$ cat config.mk
export PLATFORM = sky130hd
export DESIGN_NAME = mpsm_ctrl
export DESIGN_NICKNAME = d
export VERILOG_FILES = /design/src/rtl/assert_macros.svh /design/src/rtl/mpsm_pkg.sv /design/src/rtl/mpsm_ctrl.sv
export SDC_FILE = /design/constraint.sdc
export NUM_CORES = 1
export LEC_CHECK = 0
export BUFFER_PORTS_ARGS = -buffer_cell sky130_fd_sc_hd__clkbuf_2
export CORE_MARGIN = 2
export CORE_UTILIZATION = 51
export DETAILED_ROUTE_END_ITERATION = 6
export GPL_TIMING_DRIVEN = 0
export PLACE_DENSITY_LB_ADDON = 0.1
export SYNTH_ARGS = -nofsm -noshare
export SYNTH_HDL_FRONTEND = slang
export SYNTH_SLANG_ARGS = --single-unit
$ cat constraint.sdc
create_clock -name aclk -period 2.26 [get_ports aclk]
set_input_delay 0.452 -clock aclk [delete_from_list [all_inputs] [get_ports aclk]]
set_output_delay 0.452 -clock aclk [all_outputs]
set_load 0.05 [all_outputs]
$ cat src/rtl/assert_macros.svh
// Assertion macros for the string matcher RTL.
// Simulation gets concurrent assertions; synthesis gets empty bodies.
`ifndef ASSERT_MACROS_SVH
`define ASSERT_MACROS_SVH
`ifndef SYNTHESIS
// antecedent implies consequent in the same cycle
`define MPSM_ASSERT_SAME(lbl, ante, cons, msg) \
    lbl: assert property (@(posedge aclk) disable iff (!aresetn) (ante) |-> (cons)) \
        else $error(msg);
// antecedent implies consequent in the next cycle
`define MPSM_ASSERT_NEXT(lbl, ante, cons, msg) \
    lbl: assert property (@(posedge aclk) disable iff (!aresetn) (ante) |=> (cons)) \
        else $error(msg);
`else
`define MPSM_ASSERT_SAME(lbl, ante, cons, msg)
`define MPSM_ASSERT_NEXT(lbl, ante, cons, msg)
`endif
`endif

$ cat src/rtl/mpsm_pkg.sv
// Shared types and codes for the multi-pattern string matcher.
// Used by the controller, the datapath and the top level.
package mpsm_pkg;

    // item kinds carried in s_tuser
    localparam logic [1:0] MODE_PATTERN = 2'd0;
    localparam logic [1:0] MODE_END     = 2'd1;
    localparam logic [1:0] MODE_BUILD   = 2'd2;
    localparam logic [1:0] MODE_TEXT    = 2'd3;

    // controller states, also the datapath operation of that cycle
    localparam logic [4:0] ST_IDLE = 5'd0;
    localparam logic [4:0] ST_T0   = 5'd1;
    localparam logic [4:0] ST_T1   = 5'd2;
    localparam logic [4:0] ST_T2   = 5'd3;
    localparam logic [4:0] ST_T3   = 5'd4;
    localparam logic [4:0] ST_TOUT = 5'd5;
    localparam logic [4:0] ST_P0   = 5'd6;
    localparam logic [4:0] ST_P1   = 5'd7;
    localparam logic [4:0] ST_P2   = 5'd8;
    localparam logic [4:0] ST_PA   = 5'd9;
    localparam logic [4:0] ST_PB   = 5'd10;
    localparam logic [4:0] ST_E    = 5'd11;
    localparam logic [4:0] ST_B0   = 5'd12;
    localparam logic [4:0] ST_B1   = 5'd13;
    localparam logic [4:0] ST_B2   = 5'd14;
    localparam logic [4:0] ST_B3   = 5'd15;
    localparam logic [4:0] ST_B4   = 5'd16;
    localparam logic [4:0] ST_B5   = 5'd17;
    localparam logic [4:0] ST_B6   = 5'd18;
    localparam logic [4:0] ST_B7   = 5'd19;
    localparam logic [4:0] ST_B8   = 5'd20;
    localparam logic [4:0] ST_B9   = 5'd21;

    typedef struct packed {
        logic [4:0] op;
        logic       accept;
    } mpsm_cmd_t;

    typedef struct packed {
        logic fc_zero;      // first child of the node read is none
        logic sib_zero;     // next sibling of the node read is none
        logic hit;          // edge byte of the node read equals the key
        logic term_nz;      // node read carries a pattern number
        logic rsuf_none;    // suffix link of the node read is none
        logic psuf_none;    // saved suffix link is none
        logic dropped;      // current pattern is being dropped
        logic node_full;    // node table full
        logic queue_empty;  // breadth-first queue drained
        logic root_fc_zero; // root has no children
        logic out_free;     // result register can take a beat
    } mpsm_sts_t;

endpackage

$ cat src/rtl/mpsm_ctrl.sv
// Controller state machine of the string matcher.
// Depends on mpsm_pkg; drives the datapath through mpsm_cmd_t.
module mpsm_ctrl
    import mpsm_pkg::*;
(
    input  logic       aclk,
    input  logic       aresetn,
    input  logic       s_tvalid,
    input  logic [1:0] s_tuser,
    output logic       s_tready,
    input  mpsm_sts_t  sts,
    output mpsm_cmd_t  cmd
);

    logic [4:0] state_reg;
    logic [4:0] state_next;

    assign s_tready   = (state_reg == ST_IDLE);
    assign cmd.op     = state_reg;
    assign cmd.accept = s_tvalid && (state_reg == ST_IDLE);

    // next state
    always_comb begin
        state_next = state_reg;
        case (state_reg)
            ST_IDLE: begin
                if (s_tvalid) begin
                    case (s_tuser)
                        MODE_PATTERN: state_next = ST_P0;
                        MODE_END:     state_next = ST_E;
                        MODE_BUILD:   state_next = ST_B0;
                        default:      state_next = ST_T0;
                    endcase
                end
            end
            ST_T0: state_next = ST_T1;
            ST_T1: begin
                if (!sts.fc_zero) state_next = ST_T2;
                else if (sts.rsuf_none) state_next = ST_TOUT;
            end
            ST_T2: begin
                if (sts.hit) state_next = sts.term_nz ? ST_T3 : ST_TOUT;
                else if (sts.sib_zero) state_next = sts.psuf_none ? ST_TOUT : ST_T1;
            end
            ST_T3: state_next = ST_TOUT;
            ST_TOUT: begin
                if (sts.out_free) state_next = ST_IDLE;
            end
            ST_P0: state_next = sts.dropped ? ST_IDLE : ST_P1;
            ST_P1: state_next = sts.fc_zero ? ST_PA : ST_P2;
            ST_P2: begin
                if (sts.hit) state_next = ST_IDLE;
                else if (sts.sib_zero) state_next = ST_PA;
            end
            ST_PA: state_next = sts.node_full ? ST_IDLE : ST_PB;
            ST_PB: state_next = ST_IDLE;
            ST_E:  state_next = ST_IDLE;
            ST_B0: state_next = sts.root_fc_zero ? ST_IDLE : ST_B1;
            ST_B1: begin
                if (sts.sib_zero) state_next = ST_B2;
            end
            ST_B2: state_next = sts.queue_empty ? ST_IDLE : ST_B3;
            ST_B3: state_next = ST_B4;
            ST_B4: state_next = sts.fc_zero ? ST_B6 : ST_B5;
            ST_B5: begin
                if (sts.sib_zero) state_next = ST_B6;
            end
            ST_B6: state_next = ST_B7;
            ST_B7: state_next = sts.rsuf_none ? ST_B2 : ST_B8;
            ST_B8: begin
                if (!sts.fc_zero) state_next = ST_B9;
                else if (sts.rsuf_none) state_next = ST_B2;
            end
            ST_B9: begin
                if (sts.hit) state_next = ST_B2;
                else if (sts.sib_zero) state_next = sts.psuf_none ? ST_B2 : ST_B8;
            end
            default: state_next = ST_IDLE;
        endcase
    end

    always_ff @(posedge aclk) begin
        if (!aresetn) begin
            state_reg <= ST_IDLE;
        end else begin
            state_reg <= state_next;
        end
    end

endmodule

# After elaboration in Yosys (flattened, before gate mapping)
# Cells that the tools add are included.
# op_classes
n_eq_ne	30
n_shift	0
div	0
magnitude_cmp	0
multipliers	0
n_reduce_logical	4
muxes	26
add_sub_neg	0
bitwise_logic	0
# ops
cell	count
5-bit one-hot mux with 20 select lines	1
5-bit two-way mux	16
5-bit by 4-bit == test with 1-bit output (second input constant)	6
5-bit == test (second input constant)	6
5-bit by 3-bit == test with 1-bit output (second input constant)	4
3-bit inequality test (second input constant)	5
4-bit two-way mux	3
4-bit one-hot mux with 3 select lines	1
5-bit by 2-bit == test with 1-bit output (second input constant)	2
9-bit AND reduction	1
2-bit inequality test (second input constant)	4
3-bit two-way mux	2
5-bit by 1-bit == test with 1-bit output (second input constant)	1
5-bit logical NOT	1
2-bit by 1-bit == test with 1-bit output (second input constant)	1
2-bit == test (second input constant)	1
2-bit logical NOT	1
1-bit two-way mux	2
2-bit two-way mux	1
1-bit logical AND	1
# word_totals
ramBits	0
mem_count	0
latchBits	0
ff_bits	5
inputBits	16
romBits	0

# Longest topological paths before layout
# logic_depth
word_depth	4
mapped_depth	8

# Worst setup path before layout
# No wires, ideal clock.
# synth_timing
path_type	reg2reg
startpoint	reg state_reg[0]
endpoint	reg state_reg[1]
setup_ns	0.122
setup_slack_ns	0.170
required_time_ns	2.138
path_stages_with_launch	7
t_arrival_ns	1.968
synth_period_minus_slack_ns	2.090
path_cell_list	dfxtp_1 > buf_2 > nor2_1 > nand2_1 > o211a_1 > or2b_4 > o311a_1
# synth_between
elab_chain_cells	3
word_cells_on_any_way	31
# synth_rtl
item	line_no	source
start: declaration	mpsm_ctrl.sv:15	logic [4:0] state_reg;
start signal: assignment	mpsm_ctrl.sv:86	state_reg <= state_next;
5-bit by 2-bit == test with 1-bit output (tied with other cells)	mpsm_ctrl.sv:25	case (state_reg)
3-bit inequality test (no source line) / 2-bit inequality test (equally long branches)	-	
9-bit AND reduction (no source line)	-	
# Several ways; a longest one is shown, not always the timed one.
# A chain may end at the register's enable or synchronous reset.

# Final worst setup path
# layout_timing
startpoint	reg state_reg[0]
endpoint	out s_tready
# layout_between
elab_chain_cells	1
# layout_rtl
item	line_no	source
5-bit logical NOT	mpsm_ctrl.sv:18	assign s_tready = (state_reg == ST_IDLE);
end: declaration	mpsm_ctrl.sv:10	output logic s_tready,
# No other way between the ends.

==> impl_results.md <==
- Main flop type after synthesis: dfxtp_1
- Post-CTS sizing: 0
- Max VDD drop: between 800 and 900 µV
- Top achievable clock speed: 471.8 MHz
- Warnings from Yosys: 0
- TritonCTS Buffers: 3
- Detailed Route Iter0 Violations: 60
- GR peak layer: met2
- Root Driver: clkbuf_4
- GPL Wtd Cong: slightly below 0.9
- Worst skew pair latency: 0.23 ns
- CP Launch Type: register
- H-tree Lvls: 1
- Fin Hold WS: ~0.53 ns
- Largest net degree at the start of global routing: 11
- Synth Cell Area: 845.8 µm²
- Synth Net Count: between 100 and 150
- Seq/Total Area, Yosys: roughly an eighth
- GRT Residual Overflow: 0
- Met1 GRT Util: 38.73%
- DR vias/cell: roughly 6.5
- Crit-path max FO: 10
- Wire per inst: 15.47 µm
- Clock Skews: between 0.004 and 0.005 ns
- Met2 usage: a little under half
- Drt total wl: ~2.4 mm
- Hold Crit Depth: 2
- Leak: roughly 0.47 nW
- Period utilization: 93.78%
- Die Span Y: between 40 and 50 µm
- Max Slew Vio Count: 0
- Hold Path Class: in2reg
- Final hold vios: 0
- Ports: 23
- GR Util met3: 0%
- WP data required: around 1.8 ns
- Global-route wire length before repair: around 4.1 mm
- Relative slew margins: 71.38%
- Syn Area/Cell: around 7.3 µm²
- Dpl hpwl: 1.922 mm
- Post-synth ARST share: 0%
- # fillers: about 150
- Detail Route Antenna Nets: 0
- Max-cap violations: 0
- Synth cell types: 48
- # nets final: 163
- Setup violators final: 0
- Initial Utilization: 55.50%
- Share of cells above drive strength 1: a little over a quarter
- Arr. time, crit path: about 1.7 ns
- Status: complete, no violations
- Crit Path Class: reg2out
- Synthesized instance count: roughly 120
- Vias in the first global route: ~900
- Setup Fix Bufs, Post-CTS: 0
- Reg2Reg Depth: 6
- Row cnt: 14
- CP Capture Type: primary output
- FF+latch count, synth: 5
- CTS tree: built
- DRC: 0
- Die width: between 40 and 50 µm
- Core area: around 1500 µm²
- Pwr/cell area: 1177 nW/µm²
- Port bufs: 22
- Die area: 2000 µm²
- Drt pass-1 iters: 5
- Max reg flops: 5
- Initial antenna violation count: 0
- Total track usage: a little over a quarter
- Clk slew on worst S/H paths: about 0.040 ns
- Synth-to-Final Area Change: 18.49%
- Slew @ Worst Pin: 0.4284 ns
- Hold buffers post-CTS: 0
- RSZ-0062 raised after global routing: false
- Clock tree buffer depth: 2
- Min cycle time layout: 2.120 ns
- Final TNS setup: 0 ns
- Antenna diode count: 0
- EDFF count, synth: 0
- Vias: roughly 1000
- Num Clock Sinks: 5
## metrics by stage
stage,cells,area (µm²),util [%],power (mW),setup WS [ns]
after floorplan,116,845.8,-,0.8638,0.1704
after global placement,154,975.9,64.04,1.057,0.3408
after detailed placement,154,975.9,64.04,1.071,0.3118
after CTS,158,1002,65.76,1.171,0.1645
after global routing,158,1002,65.76,1.278,0.02721
final,158,1002,65.76,1.179,0.1405
## area by class of cell
cell class | count | area [µm²] | share of cell area, %
inverters | 9 | 33.78 | 3.371
well taps | 16 | 20.02 | 1.998
clock buffers | 4 | 26.28 | 2.622
flip-flops and latches | 5 | 100.1 | 9.988
multi-input cells | 94 | 666.9 | 66.54
repair buffers | 22 | 110.1 | 10.99
plain buffers | 8 | 45.04 | 4.494
## path summary, 6_finish.rpt
path                      from           end  slack, ns
setup / recovery  state_reg[0]      s_tready       0.14
setup reg to reg  state_reg[0]  state_reg[1]       0.28
hold reg to reg   state_reg[4]  state_reg[4]       0.76
hold / removal         aresetn  state_reg[0]       0.53
## cell usage in the layout, fill, tap and decap left out, drive strengths merged, types with 4 or more instances in the layout
master  Yosys  routed
a21oi       7       7
buf         7       7
clkbuf      1      27
nand3       6       6
inv         9       9
ha          4       4
dfxtp       5       5
o211ai      4       4
nor2       11      11
nand2       7       7
## metal layers
metal,up-vias,part of all wire (%)
met5,-,0
met4,0,0.41
met3,2,9.2
met2,55,49
met1,469,41
li1,499,-
## cells in the mapped netlist (3+ instances only)
library cell,n,share of area (%)
o21ai_0,3,1.8
nor4b_1,3,3.1
o211ai_1,3,2.7
ha_1,4,5.9
nor2_1,11,4.9
inv_1,8,3.6
nor2b_1,3,2.2
a21oi_1,7,4.1
buf_2,6,3.6
nand3_1,6,3.6
nand2_1,7,3.1
dfxtp_1,5,12
nand2b_1,3,2.2
## report_power, final
group	switching (mW)	internal [mW]
clock	0.0304	0.0663
combinational	0.607	0.321
sequential	0.0361	0.118
total	0.674	0.505
## critical path, cell delays in order (launching register included)
cell and delay, ns:
dfxtp_1 0.33, buf_2 0.19, nor2_1 0.30, nand2_1 0.24, inv_1 0.10, clkbuf_2 0.27
## cells by family (layout without fill, tap and decap cells)
kind of cell	count (synthesis)	in the layout	synth area share, %
AND/OR/NAND/NOR	50	50	34.02
multiplexers	2	2	2.515
buffers and inverters	17	43	9.319
flip-flops	5	5	11.83
AO/OA/AOI/OAI	38	38	36.39
adder cells (fa/ha/maj)	4	4	5.917
Power figures use the tool's default switching activity.
